--- config.mk ---
export PLATFORM = sky130hd
export DESIGN_NAME = kbm_split
export DESIGN_NICKNAME = d
export VERILOG_FILES = /design/src/hdl/kbm_pkg.sv /design/src/hdl/kbm_split.sv
export SDC_FILE = /design/constraint.sdc
export NUM_CORES = 2
export LEC_CHECK = 0
export ABC_AREA = 1
export BUFFER_PORTS_ARGS = -buffer_cell sky130_fd_sc_hd__buf_2
export CORE_UTILIZATION = 59
export CTS_CLUSTER_SIZE = 30
export DETAILED_ROUTE_END_ITERATION = 16
export GPL_TIMING_DRIVEN = 1
export HOLD_SLACK_MARGIN = 0.05
export PLACE_DENSITY = 0.9
export SETUP_SLACK_MARGIN = 0.05
export SYNTH_ARGS = -nofsm -noshare
export SYNTH_HDL_FRONTEND = slang
export SYNTH_SLANG_ARGS = --single-unit
export TNS_END_PERCENT = 5
--- constraint.sdc ---
create_clock -name clk -period 6.3 [get_ports clk]
set_clock_uncertainty 0.15 [all_clocks]
set_input_delay 0 -clock clk [delete_from_list [all_inputs] [get_ports clk]]
set_output_delay 0 -clock clk [all_outputs]
set_load 0.01 [all_outputs]
--- src/hdl/kbm_pkg.sv ---
package kbm_pkg;

  // Limb and operand geometry.
  localparam int LIMB_W    = 27;
  localparam int IN_LIMBS  = 4;
  localparam int OUT_LIMBS = 8;
  localparam int PROD_W    = 2 * LIMB_W;
  localparam int COL_W     = PROD_W + 3;
  localparam int Q_W       = 31;
  localparam int CNT_W     = 4;
  localparam int CARRY_W   = 5;

  // Radix and reciprocal of the radix scaled by 2^58 / 2^26.
  localparam logic [LIMB_W-1:0] LIMB_BASE = 27'd100000000;
  localparam logic [31:0]       RECIP     = 32'd2882303761;

  typedef logic [LIMB_W-1:0] limb_t;
  typedef logic [COL_W-1:0]  col_t;
  typedef logic [Q_W-1:0]    quot_t;

endpackage

--- src/hdl/kbm_split.sv ---
module kbm_split
  import kbm_pkg::*;
(
  input  logic  clk,
  input  logic  en,
  input  col_t  x,
  output limb_t r,
  output quot_t q
);

  logic [62:0]      prod1;
  quot_t            qe1;
  quot_t            qe2;
  col_t             x1;
  col_t             x2;
  logic [COL_W:0]   m2;
  logic [COL_W:0]   diff;
  logic [29:0]      rem;

  // Estimate the quotient from the top bits; it is low by at most two.
  assign prod1 = 63'(x[COL_W-1:26]) * 63'(RECIP);

  always_ff @(posedge clk) begin
    if (en) begin
      qe1 <= prod1[62:32];
      x1  <= x;
    end
  end

  // Multiply the estimate back by the radix.
  always_ff @(posedge clk) begin
    if (en) begin
      m2  <= (COL_W+1)'(qe1) * (COL_W+1)'(LIMB_BASE);
      qe2 <= qe1;
      x2  <= x1;
    end
  end

  assign diff = {1'b0, x2} - m2;
  assign rem  = diff[29:0];

  // Correct the estimate by up to two.
  always_ff @(posedge clk) begin
    if (en) begin
      priority if (rem >= 30'(2 * 100000000)) begin
        r <= LIMB_W'(rem - 30'(2 * 100000000));
        q <= qe2 + Q_W'(2);
      end else if (rem >= 30'(LIMB_BASE)) begin
        r <= LIMB_W'(rem - 30'(LIMB_BASE));
        q <= qe2 + Q_W'(1);
      end else begin
        r <= LIMB_W'(rem);
        q <= qe2;
      end
    end
  end

endmodule

# Word level (Yosys, flattened, before mapping)
# Cells that the tools add are included.
[word_totals]
reg_bits = 202
wordCells = 20
[op_classes]
n_addsub = 5
multipliers = 2
n_lt_le_gt_ge = 2
n_mux = 4
[ops]
columns = ["operator", "count"]
rows = [
  ["$mul 31x32->63 const B", 1],
  ["$mux 31", 2],
  ["$mux 27", 2],
  ["$add 31x1->31 const B", 1],
  ["$add 31x2->31 const B", 1],
  ["$mul 31x19->22 const B", 1],
  ["$ge 30x27->1 const B", 1],
  ["$ge 30x28->1 const B", 1],
  ["$sub 30x30->30", 1],
  ["$sub 27x26->27 const B", 1],
  ["$sub 27x27->27 const B", 1],
]

# Longest topological paths before layout
[depth]
word_depth = 4
mapped_depth = 30
depth_no_buf = 30

# Least setup slack after synthesis
# Ideal clock, no wire load.
[synth_timing]
path_type = "input-to-reg"
from = "input x[39]"
to = "register qe1[23] (data pin)"
t_arrival_ns = 5.918
t_required_ns = 5.898
slack_ns = -0.020
path_stages = 25
path_buffers = 0
path_cell_list = "fa_1 -> inv_1 -> fa_1 -> fa_1 -> inv_1 -> fa_1 -> fa_1 -> fa_1 -> fa_1 -> inv_1 -> fa_1 -> inv_1 -> ha_1 -> a21o_1 -> a21boi_0 -> nor2_1 -> nor3_1 -> a21boi_0 -> nand2_1 -> a21boi_0 -> nor2_1 -> nand2_1 -> nand2_1 -> nand2_1 -> nand2_1"
[synth_via]
elab_chain_cells = 1
[synth_lines]
columns = ["item", "line_no", "rtl"]
rows = [
  ["start: declaration", "kbm_split.sv:6", "input col_t x,"],
  ["$mul 31x32->63", "kbm_split.sv:21", "assign prod1 = 63'(x[COL_W-1:26]) * 63'(RECIP);"],
  ["net prod1[55]", "kbm_split.sv:11", "logic [62:0] prod1;"],
  ["end signal: assignment", "kbm_split.sv:25", "qe1 <= prod1[62:32];"],
  ["end: declaration", "kbm_split.sv:12", "quot_t qe1;"],
]
# The timed path passes the listed nets, and every way through them passes these cells.
# A chain may end at the register's enable or synchronous reset.

# Worst setup path after layout
[layout_timing]
from = "input x[40]"
to = "register qe1[21] (data pin)"
# Same word-level chain as after synthesis.

==> run_results.csv <==
group,metric,value,unit
logic_synthesis,async_flop_share,0,
worst_hold_path,hp-class,"in2reg",
logic_synthesis,yosys_warnings,0,
critical_path,end_kind,"register",
clock_network,clock_path_buffers,2,
layout,drive_above_1_share,0.137,
critical_path,cp.required,6.35,ns
logic_synthesis,ys_seq_elements,197,
critical_path,crit_buf_inv,9,
critical_path,critPathMaxFanout,6,
layout,syn_to_final_growth,14.6,%
sta,fin_crit,6.15,ns
global_route,overflow,0,
critical_path,crit_path_max_incr_delay,0.58,ns
critical_path,path_common_cell,"fa_1",
global_route,grt_usage,0.321,
detailed_routing,drt-vias-per-instance,5.48,
logic_synthesis,synth.distinct_cells,49,
floorplan,ioPinCount,117,
layout,final_nets,4862,
sta,tightest_slew,1.01,ns
detailed_routing,wl_per_cell,18.6,um
clock_network,cts-root-buf,"clkbuf_16",
sta,slew_headroom,0.321,
global_route,grt_pass1_vias,26400,
floorplan,die-area,54100,sq um
logic_synthesis,netlist_instances,3465,
logic_synthesis,syn_nets,4445,
logic_synthesis,ys_seq_area_frac,0.189,
global_route,use_met1,0.379,
sta,finalSetupViolCount,0,
critical_path,cp-start-kind,"input pin",
global_route,grtUsageMet2,0.567,
clock_network,clock_latency,0.45,ns
outcome,outcome,"finished, final reports clean",
placement,dp.cells,4514,
global_route,top_usage_layer,"met2",
layout,antenna_cells,0,
clock_network,clkTransAtPathRegs,0.08,ns
placement,placed_area,34800,sq um
global_route,grt_max_degree,127,
sta,fin_crit_sh,0.976,
critical_path,arrival,6.19,ns
layout,layout.cells.non_filler,4583,
logic_synthesis,synth-edff-count,197,
placement,port_buffers,116,
clock_network,cts.sinks,197,
sta,maxSlewViolCount,0,
sta,whs,0.113,ns
global_route,met3_usage,0.0528,
critical_path,crit_family,"adder cells",
sta,fmax,0.163,GHz
floorplan,start_util,0.597,
global_route,grt_pass1_wl,134,mm
detailed_routing,drcViolationCount,0,
placement,dp_hpwl,71.6,mm
detailed_routing,postRouteAntennaNets,0,
clock_network,cts_buffers,17,
detailed_routing,drt-total-wl,85.2,mm
placement,place.gp.congestion,1.12,
layout,postLayoutCellArea,36000,sq um
logic_synthesis,synthFlopType,"edfxtp_1",
critical_path,worstSetupPathType,"in2reg",
detailed_routing,drt-initial-drc-count,2119,
clock_network,tritoncts,"yes",
detailed_routing,drtPass1Iterations,6,
clock_network,htreeDepth,4,
floorplan,core-area,52600,sq um
detailed_routing,dr_total_vias,25100,
global_route,antenna_found_initial,0,
floorplan,die_h,233,um
layout,num-fill-cells,3801,
critical_path,slowest_stage,"fa_1",
logic_synthesis,synthesis.area,31400,sq um
floorplan,placementRows,84,
sta,hold_violations,0,
logic_synthesis,syn_avg_cell_area,9.06,sq um
sta,rsz0062_at_grt,"true",
job,max_cap_viol_count,0,
floorplan,die_w,233,um
## flip-flops by register name (all words and copies together), names as in the netlist
signal	cells
qe1	31
m2	17
x2	30
x1	30
r	27
q	31
qe2	31
## Yosys cell counts (all sizes together) (4+ instances only)
cell	n	area share
or2	6	0.0012
xnor2	37	0.010
a21oi	108	0.018
ha	470	0.19
nand4	19	0.0038
o21bai	7	0.0017
o21ai	62	0.010
buf	25	0.0052
and2	4	0.00080
a21o	16	0.0038
a21boi	7	0.0017
fa	451	0.29
nor4	8	0.0016
nor2	187	0.024
o211ai	7	0.0017
a31oi	23	0.0046
inv	940	0.11
nor3	21	0.0033
and3	4	0.00080
nand3	135	0.023
nand2	601	0.074
xor2	109	0.030
edfxtp	197	0.19
nand3b	6	0.0014
## layout by cell type, fill, tap and decap left out, types with 9 or more instances in the layout
cell,count
nand3_2,11
a21oi_1,96
o21ai_0,53
inv_2,13
inv_1,927
nor3_1,20
dlygate4sd3_1,30
xor2_1,109
a21o_1,16
nor2_2,9
ha_1,459
nand4_1,19
a31oi_1,18
nand2_1,580
a21oi_2,10
fa_2,10
nand2_2,19
nor2_1,176
xnor2_1,37
buf_2,114
ha_4,9
buf_4,274
nand3_1,124
edfxtp_1,197
fa_1,441
clkbuf_16,17
## cell type report
| type | count | area (sq um) | area share |
|---|---|---|---|
| inverter | 940 | 3530 | 0.0981 |
| timing repair buffer | 425 | 3050 | 0.0848 |
| clock buffer | 18 | 429 | 0.0119 |
| multi-input combinational | 2301 | 22100 | 0.613 |
| tap | 688 | 861 | 0.0239 |
| sequential | 197 | 5920 | 0.165 |
| clock inverter | 14 | 116 | 0.00324 |
## cells by family after synthesis
family	count (synthesis)	synth area share
simple gates	993	0.133
flops	197	0.189
compound gates	241	0.0442
xor+xnor	146	0.0408
buf+inv	967	0.118
fa+ha+maj	921	0.475
## final timing paths
check                                 startpoint           endpoint  slack (ns)  cells past startpoint
worst min-delay path                        x[8]    x1[8]$_DFFE_PP_        0.11                      2
worst max-delay path                       x[40]  qe1[21]$_DFFE_PP_        0.15                     26
worst min register to register  x1[16]$_DFFE_PP_   x2[16]$_DFFE_PP_        0.27                      0
worst max register to register  qe1[2]$_DFFE_PP_   m2[26]$_DFFE_PP_        0.45                     19
## what timing repair did
action	4_1_cts	5_1_grt
pin swaps	5	34
gates resized for setup	3	67
hold buffers	30	0
setup buffers	0	7
endpoints found under the hold margin	30	0
endpoints found under the setup margin	7	26
## per-stage QoR
| step | setup slack (ns) | setup TNS, ns | util |
|---|---|---|---|
| CTS | 0.0579 | 0 | 0.678 |
| global route | -0.0660 | -0.149 | 0.684 |
| floorplan | 0.0570 | 0 | - |
| detailed placement | -0.488 | -10.21 | 0.661 |
| global placement | -0.341 | -6.05 | 0.661 |
| finish | 0.153 | 0 | 0.684 |
## worst register-to-register path, cell delays in order, from the launching register on
cell	delay, ns
edfxtp_1	0.61
ha_1	0.43
inv_1	0.07
fa_1	0.53
inv_1	0.04
ha_1	0.21
fa_1	0.55
inv_1	0.05
fa_1	0.47
fa_1	0.55
inv_1	0.04
ha_1	0.36
nand2_1	0.08
o21ai_0	0.40
a21boi_0	0.25
o21ai_0	0.37
a21oi_1	0.12
nor2_1	0.12
nor2_1	0.06
xor2_1	0.14
## routing by layer
| metal | vias to the layer above | wire [um] |
|---|---|---|
| li1 | 11500 | - |
| met1 | 12100 | 31600 |
| met2 | 1224 | 42200 |
| met3 | 307 | 6550 |
| met4 | 0 | 4760 |
| met5 | - | 0 |
Power is left out: the tool's default activity adds up to more than one toggle a clock period on the data nets, which glitch-free logic cannot reach.
