File: src/hdl/kbm_pkg.sv
package kbm_pkg;

  // Limb and operand geometry.
  localparam int LIMB_W    = 27;
  localparam int IN_LIMBS  = 4;
  localparam int OUT_LIMBS = 8;
  localparam int PROD_W    = 2 * LIMB_W;
  localparam int COL_W     = PROD_W + 3;
  localparam int Q_W       = 31;
  localparam int CNT_W     = 4;
  localparam int CARRY_W   = 5;

  // Radix and reciprocal of the radix scaled by 2^58 / 2^26.
  localparam logic [LIMB_W-1:0] LIMB_BASE = 27'd100000000;
  localparam logic [31:0]       RECIP     = 32'd2882303761;

  typedef logic [LIMB_W-1:0] limb_t;
  typedef logic [COL_W-1:0]  col_t;
  typedef logic [Q_W-1:0]    quot_t;

endpackage

File: src/hdl/kbm_norm.sv
module kbm_norm
  import kbm_pkg::*;
(
  input  logic       clk,
  input  logic       en,
  input  limb_t      r [OUT_LIMBS],
  input  quot_t      q [OUT_LIMBS],
  output limb_t      p [OUT_LIMBS],
  output logic [CNT_W-1:0] used
);

  limb_t                limb [OUT_LIMBS];
  limb_t                limb_next [OUT_LIMBS];
  logic [CNT_W-1:0]     used_next;
  logic [LIMB_W:0]      u [OUT_LIMBS];
  logic [OUT_LIMBS-1:0] gen;
  logic [OUT_LIMBS-1:0] prop;
  logic [OUT_LIMBS-1:0] c;
  logic                 co;

  // Final carry ripple; each carry is zero or one, the top carry is dropped.
  // Generate and propagate flags keep the carry chain one bit wide.
  always_comb begin
    u[0] = (LIMB_W+1)'(r[0]);
    for (int k = 1; k < OUT_LIMBS; k++) begin
      u[k] = (LIMB_W+1)'(r[k]) + (LIMB_W+1)'(q[k-1][CARRY_W-1:0]);
    end
    for (int k = 0; k < OUT_LIMBS; k++) begin
      gen[k]  = (u[k] >= (LIMB_W+1)'(LIMB_BASE));
      prop[k] = (u[k] == (LIMB_W+1)'(LIMB_BASE) - (LIMB_W+1)'(1));
    end
    c[0] = 1'b0;
    for (int k = 0; k < OUT_LIMBS - 1; k++) begin
      c[k+1] = gen[k] | (prop[k] & c[k]);
    end
    co = 1'b0;
    for (int k = 0; k < OUT_LIMBS; k++) begin
      co = gen[k] | (prop[k] & c[k]);
      if (co) begin
        limb_next[k] = LIMB_W'(u[k] + (LIMB_W+1)'(c[k]) - (LIMB_W+1)'(LIMB_BASE));
      end else begin
        limb_next[k] = LIMB_W'(u[k] + (LIMB_W+1)'(c[k]));
      end
    end
  end

  always_ff @(posedge clk) begin
    if (en) begin
      limb <= limb_next;
    end
  end

  // Count of significant limbs, at least one.
  always_comb begin
    used_next = CNT_W'(1);
    for (int k = 0; k < OUT_LIMBS; k++) begin
      if (limb[k] != '0) begin
        used_next = CNT_W'(k + 1);
      end
    end
  end

  always_ff @(posedge clk) begin
    if (en) begin
      p    <= limb;
      used <= used_next;
    end
  end

endmodule

File: config.mk
export PLATFORM = sky130hd
export DESIGN_NAME = kbm_norm
export DESIGN_NICKNAME = d
export VERILOG_FILES = /design/src/hdl/kbm_pkg.sv /design/src/hdl/kbm_norm.sv
export SDC_FILE = /design/constraint.sdc
export NUM_CORES = 1
export LEC_CHECK = 0
export BUFFER_PORTS_ARGS = -buffer_cell sky130_fd_sc_hd__clkbuf_2
export CORE_AREA = 5 5 260 262
export DETAILED_ROUTE_END_ITERATION = 16
export DIE_AREA = 0 0 265 267
export GPL_TIMING_DRIVEN = 0
export PLACE_DENSITY = 0.67
export SLEW_MARGIN = 20
export SYNTH_ARGS = -nofsm -noshare
export SYNTH_HDL_FRONTEND = slang
export SYNTH_SLANG_ARGS = --single-unit
File: constraint.sdc
create_clock -name clk -period 17.7 [get_ports clk]
set_input_delay 1.77 -clock clk [delete_from_list [all_inputs] [get_ports clk]]
set_output_delay 1.77 -clock clk [all_outputs]
set_load 0.02 [all_outputs]
After elaboration in Yosys (flattened, before gate mapping)
Index checks and enable logic that the tools add are counted.
Word-level totals
  register bits: 436
  word-level logic and storage cells: 89
Cells by class
  add/sub/neg operators: 22
  order comparisons: 8
  eq/ne operators: 7
  mux-type cells: 14
  bitwise logic cells: 14
  reduce and logical (&&, ||, !) cells: 7
Operators with widths (number)
  27-bit two-way mux: 8
  27-bit subtractor (second input constant): 8
  27-bit by 5-bit adder with 28-bit output: 7
  28-bit by 27-bit == test with 1-bit output (second input constant): 7
  28-bit by 27-bit greater-or-equal comparator with 1-bit output (second input constant): 7
  27-bit by 1-bit adder with 27-bit output: 7
  27-bit nonzero test: 7
  27-bit greater-or-equal comparator (second input constant): 1
  4-bit two-way mux: 5
  1-bit AND: 7
  1-bit bitwise OR: 7
  2-bit two-way mux: 1

Longest topological paths before layout
  word-level depth: 17
  depth in mapped cells: 31
  mapped depth without buffers: 28

Least setup slack after synthesis
No wires, ideal clock.
  path type: input to register
  start point: in r[81] in the netlist's numbering
  end point: reg limb[23] in the netlist's numbering (data pin)
  setup time: 0.262 ns
  arrival time: 7.896 ns
  data required time: 17.438 ns
  path slack: 9.542 ns
  stages on the path: 28
  buffers on the path: 2
  cell sequence: ha_1 -> fa_1 -> a211oi_1 -> nor2_1 -> o41ai_1 -> o221ai_1 -> nor4b_1 -> nand3_1 -> or3_1 -> a21oi_1 -> a211oi_2 -> o21a_1 -> buf_4 -> clkinv_1 -> ha_1 -> nand3_1 -> nor3_1 -> nand2_1 -> or3_1 -> clkbuf_1 -> nor3_1 -> nand2_1 -> xnor2_1 -> a21oi_1 -> o21ai_0 -> nor4b_1 -> o31ai_1 -> xnor2_1
RTL lines
  from (decl): line kbm_norm.sv:6  | input limb_t r [OUT_LIMBS],
  to (signal assigned): line kbm_norm.sv:49  | limb <= limb_next;
  to (decl): line kbm_norm.sv:12  | limb_t limb [OUT_LIMBS];

==> impl_metrics.py <==
metrics = {
    "status": {
        "outcome": "finished clean",
    },
    "global_routing": {
        "grt_pass1_wl_um": 124000,
        "grt_pass1_vias": 21431,
        "grt_usage_pct": 22.1,
        "overflow": 0,
        "antenna_found_initial": 26,
        "grt_start_max_net_pins": 100,
    },
    "sta": {
        "fin_tns_setup_ns": 0,
        "finClkSkew_ns": 0.0416,
        "rsz0062_at_grt": "false",
        "maxSlewHeadroom_pct": 31.2,
        "finalCritPeriodShare_pct": 55.2,
        "setup_violations": 0,
        "tightest_slew_ns": 1.02,
        "clock.fmax_mhz": 102,
        "fin_crit_ns": 9.77,
        "hold_viol_final": 0,
        "slew_viol_final": 0,
    },
    "synth": {
        "synthCells": 2738,
        "synthesis.nets": 3269,
        "synth.ff_latch_count": 436,
        "avgSynthCellArea_um2": 10.3,
        "synth_area_leaders": "edfxtp_1 (46%), xnor2_1 (9.1%), xor2_1 (5.0%)",
        "synthDistinctLibCells": 103,
        "yosys_warnings": 0,
        "yosysSeqAreaShare_pct": 46.3,
        "synth_top_area_share_pct": 46.3,
        "ys_async_sr_fraction_pct": 0,
        "syn_area_um2": 28300,
        "synthFlopType": "edfxtp_1",
        "synth.most_common_cell": "edfxtp_1",
        "synth_top_area_cell": "edfxtp_1",
        "synth-edff-count": 436,
        "synthTopCellsByCount": "edfxtp_1 (436), xnor2_1 (295), nor2_1 (196), nand2_1 (186), xor2_1 (161)",
    },
    "finish": {
        "synthToLayoutAreaGrowth_pct": 17.7,
        "nets": 3762,
        "postLayoutCoreUtil_pct": 51.1,
        "layout-drive-gt1-share_pct": 18.3,
        "fillers": 5997,
    },
    "run": {
        "timing.max_cap.violations": 0,
    },
    "power_and_ir_drop": {
        "swShare_pct": 28.1,
        "power.switching_w": 0.000784,
        "pwr-share-clk_pct": 35.5,
        "p_leak_nw": 11.8,
        "powerDensity_nw_per_um2": 83.8,
        "p_comb_share_pct": 17.5,
        "seqPwrFrac_pct": 47.0,
        "vdd_drop_max_mv": 0.0663,
        "p_int_w": 0.00201,
    },
    "critical_path": {
        "path_depth": 30,
        "r2r_end": "used[0]$_SDFFCE_PP0P_",
        "r2r_setup_slack_ns": 15.41,
        "cpPeakStageDelay_ns": 0.77,
        "r2r_start": "limb[109]$_DFFE_PP_",
        "critPathArrivalTime_ns": 10.13,
        "worstSetupPathType": "input port to flop",
        "cpLargestDelayFamily": "simple AND/OR/NAND/NOR gates",
        "startpoint_type": "input port",
        "reg2reg_depth": 6,
        "slowest_stage": "xnor2_1",
        "crit_fanout": 10,
        "cp.buffers_inverters": 5,
        "crit_path_end_kind": "flop",
        "required_ns": 18.05,
        "startpoint": "r[135]",
    },
    "floorplan": {
        "die_h_um": 267,
        "die_w_um": 265,
        "row_count": 94,
        "ios": 686,
        "initial_core_util_pct": 43.4,
        "fp.dieArea_um2": 70800,
        "placeableCoreArea_um2": 65200,
    },
    "clock_network": {
        "post_cts_buffers": 0,
        "h-tree-depth": 2,
        "cts_tree": "yes",
        "clk_path_buf_depth": 3,
        "clockRootBuffer": "clkbuf_16",
        "cts-hold-fix-buffers": 0,
        "numCtsBuffers": 46,
        "clk-insertion-delay-late_ns": 0.60,
        "cts_resized": 0,
        "path_clk_slew_ns": 0.06,
        "clock_sinks": 436,
    },
    "detailed_routing": {
        "drtIter0Drc": 2102,
        "postRouteAntennaNets": 0,
        "dr.pass1.iters": 8,
        "routedWlPerCell_um": 20.0,
        "viasPerCell": 5.68,
        "vias": 23571,
        "drcViolationCount": 0,
        "wl_um": 83100,
    },
    "placement": {
        "gp_congestion": 0.947,
        "port_buffers": 441,
        "dp_hpwl_um": 67300,
    },
    "min_path": {
        "hold_start": "limb[190]$_DFFE_PP_",
        "min_to": "p[190]$_DFFE_PP_",
        "min_path_type": "flop to flop",
        "worstHoldPathCells": 0,
    },
}
==> how the worst max path moves through the flow <==
stage	end	slack, ns
floorplan	limb[23]$_DFFE_PP_	9.54
global placement	limb[23]$_DFFE_PP_	7.16
detailed placement	limb[23]$_DFFE_PP_	7.38
CTS	limb[23]$_DFFE_PP_	8.01
global route	limb[23]$_DFFE_PP_	7.07
finish	limb[23]$_DFFE_PP_	7.93
==> registers in the layout, summed over array words and instances, names as in the netlist <==
register	count
limb	216
p	216
used	4
==> metrics by stage <==
step	setup WS (ns)	total power, W	instance area (um2)	hold WS (ns)	std cells
5_1_grt	7.07	0.00291	33300	0.421	4135
4_1_cts	8.01	0.00281	33300	0.420	4133
2_1_floorplan	9.54	0.00161	28300	0.400	2738
6_report	7.93	0.00279	33300	0.419	4148
3_3_place_gp	7.16	0.00183	31600	0.401	4043
3_5_place_dp	7.38	0.00182	31700	0.405	4047
==> area by class of cell <==
type                            instances  area [um2]  share of cell area, %
Multi-Input combinational cell       2155       14600                   43.9
Sequential cell                       436       13100                   39.3
Timing Repair Buffer                  445        2330                   6.98
Clock buffer                           53        1180                   3.54
Tap cell                              864        1080                   3.25
Clock inverter                         33         387                   1.16
Buffer                                 80         328                  0.984
Inverter                               67         251                  0.755
Antenna cell                           15        37.5                  0.113
==> metal layers <==
| layer | GRT usage [%] | up-vias | part of all wire (%) |
|---|---|---|---|
| met1 | 30.9 | 11115 | 43 |
| met2 | 33.8 | 858 | 44 |
| met3 | 5.94 | 143 | 9.4 |
| met4 | 6.84 | 32 | 3.1 |
| li1 | - | 11423 | - |
| met5 | 0 | - | 0.21 |
==> power by group through the flow <==
stage	clock (W)	sequential (W)	combinational (W)
6_report	0.000990	0.00131	0.000488
5_1_grt	0.00105	0.00132	0.000530
4_1_cts	0.00101	0.00131	0.000486
3_5_place_dp	0	0.00134	0.000484
3_3_place_gp	0	0.00135	0.000477
2_1_floorplan	0	0.00137	0.000246
==> placed cells by master (no fill, tap or decap), drive strengths merged, types with 22 or more instances in the layout <==
master,n
nand2,186
and3,45
ha,58
nor4,91
a211oi,30
a21oi,89
edfxtp,436
nand2b,35
and2,29
clkinv,22
o21ai,124
nand3,132
nand4,79
clkbuf,553
buf,25
nor3,97
xor2,162
a21o,24
or2,24
o21a,23
nor2b,34
or3,36
inv,70
nor2,196
xnor2,295
==> cell families after synthesis <==
kind of cell | share of synthesized area (%)
mux | 0.757
xor+xnor | 14.2
flops | 46.3
compound gates | 12.9
simple gates | 20.7
fa+ha+maj | 3.10
buf+inv | 2.05
(Power assumes the default switching activity.)
